==> src/rtl/aip_pkg.sv <==
`timescale 1ns / 1ps
`default_nettype none
// ----------------------------------------------------------------------------
// aip_pkg
// Shared widths, character codes and character classification helpers for
// the ASCII integer parser.
// ----------------------------------------------------------------------------
package aip_pkg;

    localparam int OFFSET_BITS = 16;
    localparam int VALUE_BITS  = 64;
    localparam int CHAR_BITS   = 8;
    localparam int RADIX_BITS  = 6;
    localparam int DIGIT_BITS  = 7;
    localparam int RESULT_BITS = 64;

    localparam logic [CHAR_BITS-1:0] CHAR_NUL   = 8'h00;
    localparam logic [CHAR_BITS-1:0] CHAR_TAB   = 8'h09;
    localparam logic [CHAR_BITS-1:0] CHAR_CR    = 8'h0D;
    localparam logic [CHAR_BITS-1:0] CHAR_SPACE = 8'h20;
    localparam logic [CHAR_BITS-1:0] CHAR_PLUS  = 8'h2B;
    localparam logic [CHAR_BITS-1:0] CHAR_MINUS = 8'h2D;
    localparam logic [CHAR_BITS-1:0] CHAR_ZERO  = 8'h30;
    localparam logic [CHAR_BITS-1:0] CHAR_NINE  = 8'h39;
    localparam logic [CHAR_BITS-1:0] CHAR_UC_A  = 8'h41;
    localparam logic [CHAR_BITS-1:0] CHAR_UC_X  = 8'h58;
    localparam logic [CHAR_BITS-1:0] CHAR_UC_Z  = 8'h5A;
    localparam logic [CHAR_BITS-1:0] CHAR_LC_A  = 8'h61;
    localparam logic [CHAR_BITS-1:0] CHAR_LC_X  = 8'h78;
    localparam logic [CHAR_BITS-1:0] CHAR_LC_Z  = 8'h7A;

    localparam logic [RADIX_BITS-1:0] BASE_AUTO = 6'd0;
    localparam logic [RADIX_BITS-1:0] BASE_OCT  = 6'd8;
    localparam logic [RADIX_BITS-1:0] BASE_DEC  = 6'd10;
    localparam logic [RADIX_BITS-1:0] BASE_HEX  = 6'd16;

    localparam logic [DIGIT_BITS-1:0] DIGIT_NONE   = 7'd64;
    localparam logic [DIGIT_BITS-1:0] DIGIT_LETTER = 7'd10;

    // Space, tab, LF, VT, FF, CR.
    function automatic logic is_space(input logic [CHAR_BITS-1:0] c);
        return (c == CHAR_SPACE) || ((c >= CHAR_TAB) && (c <= CHAR_CR));
    endfunction

    // Digit value 0..35, or DIGIT_NONE for a non-alphanumeric character.
    function automatic logic [DIGIT_BITS-1:0] digit_of(input logic [CHAR_BITS-1:0] c);
        logic [DIGIT_BITS-1:0] d;
        d = DIGIT_NONE;
        if ((c >= CHAR_ZERO) && (c <= CHAR_NINE))
        begin
            d = DIGIT_BITS'(c - CHAR_ZERO);
        end
        else if ((c >= CHAR_LC_A) && (c <= CHAR_LC_Z))
        begin
            d = DIGIT_BITS'(c - CHAR_LC_A) + DIGIT_LETTER;
        end
        else if ((c >= CHAR_UC_A) && (c <= CHAR_UC_Z))
        begin
            d = DIGIT_BITS'(c - CHAR_UC_A) + DIGIT_LETTER;
        end
        return d;
    endfunction

endpackage
`default_nettype wire

==> src/rtl/aip_if.sv <==
`timescale 1ns / 1ps
`default_nettype none
// ----------------------------------------------------------------------------
// aip_char_if / aip_result_if
// Valid/ready channels for the character stream and the parse results.
// ----------------------------------------------------------------------------
interface aip_char_if;
    logic                              valid;
    logic                              ready;
    logic [aip_pkg::CHAR_BITS-1:0]     ch;
    logic                              start_req;
    logic [aip_pkg::RADIX_BITS-1:0]    radix;

    modport source (output valid, output ch, output start_req, output radix, input ready);
    modport sink   (input valid, input ch, input start_req, input radix, output ready);
endinterface

interface aip_result_if;
    logic                                   valid;
    logic                                   ready;
    logic signed [aip_pkg::RESULT_BITS-1:0] value;
    logic [aip_pkg::OFFSET_BITS-1:0]        end_offset;

    modport source (output valid, output value, output end_offset, input ready);
    modport sink   (input valid, input value, input end_offset, output ready);
endinterface
`default_nettype wire

==> src/rtl/ascii_integer_parser_core.sv <==
`timescale 1ns / 1ps
`default_nettype none
// ----------------------------------------------------------------------------
// ascii_integer_parser_core
// Streaming string-to-integer converter: whitespace skip, optional sign,
// radix prefix detection and digit accumulation, one character per transfer.
// ----------------------------------------------------------------------------
// Datapath: a character transfer fills the input register, then one pass of
//   parse logic carries it into the result register.
// Throughput: 1 character per cycle, set by the combinational multiply-add of
//   the accumulator by the 6-bit base; stalls only while a result waits.
// Reset: asynchronous; parser stopped, waiting for a start character, both
//   register stages empty.
module ascii_integer_parser_core (
    input  wire logic          clk,
    input  wire logic          rst_n,
    aip_char_if.sink           chars,
    aip_result_if.source       results
);

    typedef enum logic [2:0] {
        PH_STOPPED,
        PH_SKIP,
        PH_PREFIX,
        PH_ZERO,
        PH_DIGITS
    } phase_t;

    localparam logic [aip_pkg::OFFSET_BITS-1:0] OFF_MAX = '1;

    // input register
    logic                               in_valid_reg;
    logic [aip_pkg::CHAR_BITS-1:0]      ch_reg;
    logic                               start_reg;
    logic [aip_pkg::RADIX_BITS-1:0]     radix_reg;

    // parser state
    phase_t                             phase_reg, phase_next;
    logic                               negative_reg, negative_next;
    logic [aip_pkg::RADIX_BITS-1:0]     base_reg, base_next;
    logic [aip_pkg::VALUE_BITS-1:0]     accum_reg, accum_next;
    logic [aip_pkg::OFFSET_BITS-1:0]    count_reg, count_next;

    // result register
    logic                               out_valid_reg;
    logic signed [aip_pkg::RESULT_BITS-1:0] value_reg, value_next;
    logic [aip_pkg::OFFSET_BITS-1:0]    offset_reg;

    logic                               advance;
    logic                               emit;
    logic [aip_pkg::DIGIT_BITS-1:0]     digit;
    logic [aip_pkg::VALUE_BITS+aip_pkg::RADIX_BITS-1:0] product;
    logic [aip_pkg::VALUE_BITS-1:0]     mag;
    logic signed [aip_pkg::VALUE_BITS-1:0] mag_signed;

    assign advance       = in_valid_reg && (!out_valid_reg || results.ready);
    assign chars.ready   = !in_valid_reg || advance;
    assign digit         = aip_pkg::digit_of(ch_reg);

    assign results.valid      = out_valid_reg;
    assign results.value      = value_reg;
    assign results.end_offset = offset_reg;

    always_comb
    begin
        logic handled;
        logic [aip_pkg::RADIX_BITS-1:0] base_v;
        phase_next    = phase_reg;
        negative_next = negative_reg;
        base_next     = base_reg;
        accum_next    = accum_reg;
        count_next    = count_reg;
        emit          = 1'b0;
        handled       = 1'b0;
        base_v        = '0;
        product       = '0;

        if (start_reg)
        begin
            phase_next    = PH_SKIP;
            negative_next = 1'b0;
            base_next     = radix_reg;
            accum_next    = '0;
            count_next    = '0;
        end

        if (phase_next != PH_STOPPED)
        begin
            if (phase_next == PH_SKIP)
            begin
                if (aip_pkg::is_space(ch_reg))
                begin
                    handled = 1'b1;
                end
                else if ((ch_reg == aip_pkg::CHAR_MINUS) || (ch_reg == aip_pkg::CHAR_PLUS))
                begin
                    negative_next = (ch_reg == aip_pkg::CHAR_MINUS);
                    phase_next    = PH_PREFIX;
                    handled       = 1'b1;
                end
                else
                begin
                    phase_next = PH_PREFIX;
                end
            end

            if (!handled && (phase_next == PH_PREFIX))
            begin
                if (((base_next == aip_pkg::BASE_AUTO) || (base_next == aip_pkg::BASE_HEX))
                    && (ch_reg == aip_pkg::CHAR_ZERO))
                begin
                    phase_next = PH_ZERO;
                    handled    = 1'b1;
                end
                else
                begin
                    if (base_next == aip_pkg::BASE_AUTO)
                    begin
                        base_next = aip_pkg::BASE_DEC;
                    end
                    phase_next = PH_DIGITS;
                end
            end

            if (!handled && (phase_next == PH_ZERO))
            begin
                if ((ch_reg == aip_pkg::CHAR_LC_X) || (ch_reg == aip_pkg::CHAR_UC_X))
                begin
                    base_next  = aip_pkg::BASE_HEX;
                    phase_next = PH_DIGITS;
                    handled    = 1'b1;
                end
                else
                begin
                    if (base_next == aip_pkg::BASE_AUTO)
                    begin
                        base_next = aip_pkg::BASE_OCT;
                    end
                    phase_next = PH_DIGITS;
                end
            end

            // every path that is not yet handled has reached the digit phase
            if (!handled)
            begin
                base_v = base_next;
                if ((ch_reg == aip_pkg::CHAR_NUL) || (digit >= {1'b0, base_v}))
                begin
                    emit       = 1'b1;
                    phase_next = PH_STOPPED;
                end
                else
                begin
                    product    = accum_next * base_v;
                    accum_next = product[aip_pkg::VALUE_BITS-1:0]
                                 + aip_pkg::VALUE_BITS'(digit);
                    handled    = 1'b1;
                end
            end

            // count every handled character, saturating; the terminator is not counted
            if (handled && (count_next != OFF_MAX))
            begin
                count_next = count_next + aip_pkg::OFFSET_BITS'(1);
            end
        end
    end

    assign mag        = negative_next ? (aip_pkg::VALUE_BITS'(0) - accum_next) : accum_next;
    assign mag_signed = mag;
    assign value_next = aip_pkg::RESULT_BITS'(mag_signed);

    always_ff @(posedge clk or negedge rst_n)
    begin
        if (!rst_n)
        begin
            in_valid_reg  <= 1'b0;
            out_valid_reg <= 1'b0;
            phase_reg     <= PH_STOPPED;
            negative_reg  <= 1'b0;
            base_reg      <= '0;
            accum_reg     <= '0;
            count_reg     <= '0;
        end
        else
        begin
            // hold the input register until the parse step can advance
            if (chars.ready)
            begin
                in_valid_reg <= chars.valid;
            end

            if (advance)
            begin
                phase_reg    <= phase_next;
                negative_reg <= negative_next;
                base_reg     <= base_next;
                accum_reg    <= accum_next;
                count_reg    <= count_next;
                out_valid_reg <= emit;
            end
            else if (results.ready)
            begin
                out_valid_reg <= 1'b0;
            end
        end
    end

    always_ff @(posedge clk)
    begin
        if (chars.valid && chars.ready)
        begin
            ch_reg    <= chars.ch;
            start_reg <= chars.start_req;
            radix_reg <= chars.radix;
        end
        if (advance && emit)
        begin
            value_reg  <= value_next;
            offset_reg <= count_next;
        end
    end

endmodule
`default_nettype wire
==> src/flat_wrapper.sv <==
// flat-port wrapper written by rule: the top's interface ports become plain ports
module ascii_integer_parser_core_flat 
  (clk, rst_n, chars_valid, chars_ch, chars_start_req, chars_radix, chars_ready, results_valid, results_value, results_end_offset, results_ready);
  aip_char_if chars_i ();
  aip_result_if results_i ();
  input  wire logic clk;
  input  wire logic rst_n;
  input wire logic [$bits(chars_i.valid)-1:0] chars_valid;
  input wire logic [$bits(chars_i.ch)-1:0] chars_ch;
  input wire logic [$bits(chars_i.start_req)-1:0] chars_start_req;
  input wire logic [$bits(chars_i.radix)-1:0] chars_radix;
  output wire logic [$bits(chars_i.ready)-1:0] chars_ready;
  output wire logic [$bits(results_i.valid)-1:0] results_valid;
  output wire logic [$bits(results_i.value)-1:0] results_value;
  output wire logic [$bits(results_i.end_offset)-1:0] results_end_offset;
  input wire logic [$bits(results_i.ready)-1:0] results_ready;
  assign chars_i.valid = chars_valid;
  assign chars_i.ch = chars_ch;
  assign chars_i.start_req = chars_start_req;
  assign chars_i.radix = chars_radix;
  assign chars_ready = chars_i.ready;
  assign results_valid = results_i.valid;
  assign results_value = results_i.value;
  assign results_end_offset = results_i.end_offset;
  assign results_i.ready = results_ready;
  ascii_integer_parser_core u_core (.clk(clk), .rst_n(rst_n), .chars(chars_i), .results(results_i));
endmodule
==> config.mk <==
export PLATFORM = sky130hd
export DESIGN_NAME = ascii_integer_parser_core_flat
export DESIGN_NICKNAME = d
export VERILOG_FILES = /design/src/rtl/aip_pkg.sv /design/src/rtl/aip_if.sv /design/src/rtl/ascii_integer_parser_core.sv /design/src/flat_wrapper.sv
export SDC_FILE = /design/constraint.sdc
export NUM_CORES = 1
export LEC_CHECK = 0
export BUFFER_PORTS_ARGS = -buffer_cell sky130_fd_sc_hd__buf_2
export CORE_MARGIN = 2
export CORE_UTILIZATION = 39
export CTS_CLUSTER_DIAMETER = 100
export DETAILED_ROUTE_END_ITERATION = 8
export PLACE_DENSITY = 0.52
export RECOVER_POWER = 100
export REMOVE_ABC_BUFFERS = 1
export SLEW_MARGIN = 30
export SYNTH_ARGS = -nofsm -noshare
export SYNTH_HDL_FRONTEND = slang
export SYNTH_SLANG_ARGS = --single-unit
==> constraint.sdc <==
create_clock -name clk -period 13.81 [get_ports clk]
set_input_delay 1.381 -clock clk [delete_from_list [all_inputs] [get_ports clk]]
set_output_delay 1.381 -clock clk [all_outputs]
set_load 0.02 [all_outputs]
==> results.toml <==
[run_status]
status = "finished, violations left"
violations = "capacitance limit, slew limit"

[worst_setup_path]
required_ns = 14.06
r2r_start = "u_core.start_reg"
critical_path_class = "flop to flop"
r2r_slack_ns = 1.59
cp_max_fo = 52
cp.arrival_ns = 12.47
cp-start-kind = "flop"
cp-end-kind = "flop"
r2r_end = "u_core.results.value[61]"
ff2ff_path_depth = 27

[clock_network]
post_cts_buffers = 0
cts_buffer_depth = 2
numCtsBuffers = 17
insertion_delay_ns = 0.52
clk_pin_slew_ns = 0.09
hold_buffers = 0
htree_num_levels = 4
clock-sinks = 187
cts_root_buf = "clkbuf_16"
cts_tree = "done"
cts-resized-gates = 0

[synth]
synth_cell_types = 94
synth-seq-cells = 187
syn_area_sq_mm = 0.0226
yosysWarnings = 0
avgSynthCellArea_sq_um = 8.60
synth_edf_count = 95
ys_seq_area_share_pct = 22.8
syn_inst = 2626
synth-main-ff-cell = "edfxtp_1"
ys_async_sr_fraction_pct = 49.2

[sta]
finalSetupTns_ns = 0
fin_crit_sh_pct = 88.5
finalHoldViolations = 0
final-setup-viol-count = 0
slew_headroom_pct = -168
slew_viol_final = 250
fin_crit_ns = 12.22
skew_ns = 0.0145
max_freq_mhz = 81.8
rsz0062_at_grt = "false"
tightest_slew_ns = 4.02

[detailed_routing]
initialDrtViolationCount = 1858
wl_mm = 74.0
wl_per_cell_um = 21.6
dr.pass1.iters = 5
vias = 19800
viasPerCell = 5.79
ant_nets = 0
post-route-drc-count = 0

[global_routing]
grtUsageTotal_pct = 25.3
grt_antenna_before_repair = 0
grt_pass1_wl_mm = 117
top_usage_layer = "met2"
first_global_vias = 20100
grt_util_met2_pct = 40.9
grt_use_met1_pct = 35.6
grt.met3_usage_pct = 3.00
grt_max_degree = 70
grt.overflow.total = 0

[final_layout]
antennaDiodeCount = 0
layout-drive-gt1-share_pct = 4.41
syn_to_final_growth_pct = 7.29
final_common_cell = "nor2_1"
fin_cells = 3420
fin_area_sq_mm = 0.0242
final_nets = 3047
final_cell_mix = "476 x nor2_1, 344 x nand2_1, 241 x fa_1"

[power_and_ir_drop]
totalPowerFinal_mw = 1.74
max-vdd-ir-drop_mv = 0.0788
powerDensity_mw_per_mm2 = 71.7
p_leak_nw = 11.1

[floorplanning]
core_area_sq_mm = 0.0575
die_width_um = 245
ios = 101
start_util_pct = 39.3
die_area_sq_mm = 0.0598
die_h_um = 245
fp-row-count = 88

[worst_hold_path]
hold_depth = 2
hold_class = "flop to flop"
holdPathEnd = "u_core.accum_reg[21]"
holdCritStartpoint = "u_core.accum_reg[21]"

[flow_run]
cap_violations = 6

[placement]
place_congestion = 0.960
portBuffers = 100
place_hpwl_mm = 56.5
placed_cell_area_sq_mm = 0.0238
placedCellCount = 3388
[cells by family (layout without fill, tap and decap cells)]
group	Yosys count	after routing	share of synthesized area, %
flops	187	187	22.8
fa+ha+maj	386	386	29.4
simple gates	1119	1119	21.9
mux	35	35	1.62
compound gates	546	546	15.6
buf+inv	232	261	3.97
xor+xnor	121	121	4.69
[power breakdown]
part	internal [mW]	switching, mW	leakage (nW)
Combinational	0.123	0.395	8.64
Sequential	0.638	0.0323	2.18
Clock	0.251	0.298	0.304
[metrics by stage]
step                worst slack [ns]  hold WS, ns  util, %
finish                          1.59        0.480     42.2
CTS                             2.69        0.479     42.5
global placement                3.10        0.451     41.3
global route                   0.995        0.499     42.2
floorplan                       1.71        0.438        -
detailed placement              2.73        0.459     41.4
[worst max-delay path by stage]
stage,slack (ns),cells past startpoint,from,end
floorplan,1.71,17,u_core.start_reg,u_core.results.value[56]
global placement,3.10,32,u_core.start_reg,u_core.results.value[61]
detailed placement,2.73,32,u_core.start_reg,u_core.results.value[61]
CTS,2.69,32,u_core.start_reg,u_core.results.value[61]
global route,1.0,27,u_core.start_reg,u_core.results.value[61]
finish,1.59,27,u_core.start_reg,u_core.results.value[61]
[layer usage]
| layer | vias up | wire length, um |
|---|---|---|
| li1 | 9155 | - |
| met2 | 579 | 34600 |
| met4 | 0 | 1850 |
| met5 | - | 0 |
| met1 | 9997 | 34000 |
| met3 | 83 | 3490 |
[cell usage after synthesis, types with 7 or more instances]
| cell | number | share of area, % |
|---|---|---|
| mux2_2 | 11 | 0.55 |
| edfxtp_1 | 95 | 13 |
| a21oi_1 | 131 | 2.9 |
| nand2_1 | 345 | 5.7 |
| buf_1 | 23 | 0.38 |
| dfrtp_1 | 92 | 10 |
| nor3_1 | 54 | 1.2 |
| ha_1 | 145 | 8.0 |
| clkbuf_1 | 90 | 1.5 |
| a31o_2 | 10 | 0.39 |
| xnor2_1 | 69 | 2.7 |
| nor3b_1 | 7 | 0.23 |
| nor2b_1 | 24 | 0.66 |
| nor4_1 | 14 | 0.39 |
| and3_1 | 17 | 0.47 |
| a211oi_1 | 17 | 0.57 |
| o2111ai_1 | 7 | 0.27 |
| and2_1 | 19 | 0.53 |
| or3_1 | 14 | 0.39 |
| fa_1 | 241 | 21 |
| a22o_1 | 12 | 0.47 |
| o21a_1 | 21 | 0.70 |
| nand4_1 | 27 | 0.75 |
| o21ai_1 | 9 | 0.20 |
| a211o_1 | 8 | 0.31 |
| or2_2 | 11 | 0.30 |
| o31ai_1 | 14 | 0.47 |
| a21o_1 | 24 | 0.80 |
| nand3b_1 | 9 | 0.30 |
| xor2_1 | 52 | 2.0 |
| o211ai_1 | 17 | 0.57 |
| a31oi_1 | 37 | 1.0 |
| inv_1 | 103 | 1.7 |
| nand3_1 | 53 | 1.2 |
| nor2_1 | 476 | 7.9 |
| mux2i_1 | 23 | 1.0 |
| o21ai_0 | 151 | 3.3 |
| o21bai_1 | 9 | 0.30 |
| buf_2 | 9 | 0.20 |
| nand2b_1 | 16 | 0.44 |
[area by class of cell]
type                            instances  area [sq um]
Clock buffer                           17           425
Clock inverter                         15           206
Fill cell                            5824         33200
Inverter                              107           402
Multi-Input combinational cell       2207         16500
Sequential cell                       187          5150
Tap cell                              765           957
Timing Repair Buffer                  122           539
[worst max-delay path, cell delays in order, from the launching register on]
cell	delay, ns
edfxtp_1	0.36
buf_4	0.32
inv_1	1.05
nand2_1	0.16
o311ai_0	0.52
nand3b_1	0.17
a21oi_1	0.25
o21bai_1	0.43
nand2_1	0.96
clkbuf_1	0.95
nor2_1	0.35
fa_1	0.48
fa_1	0.52
fa_1	0.50
ha_1	0.31
ha_1	0.46
nand2_1	0.18
nor2_1	0.55
nand2_1	0.10
a2111oi_0	0.87
a211oi_1	0.20
xnor2_1	0.18
a21oi_1	0.34
o211ai_1	0.25
nor4b_2	0.68
nand3_1	0.28
o31a_1	0.31
xor2_1	0.14
Note: power is estimated with default switching activity, not from simulation.
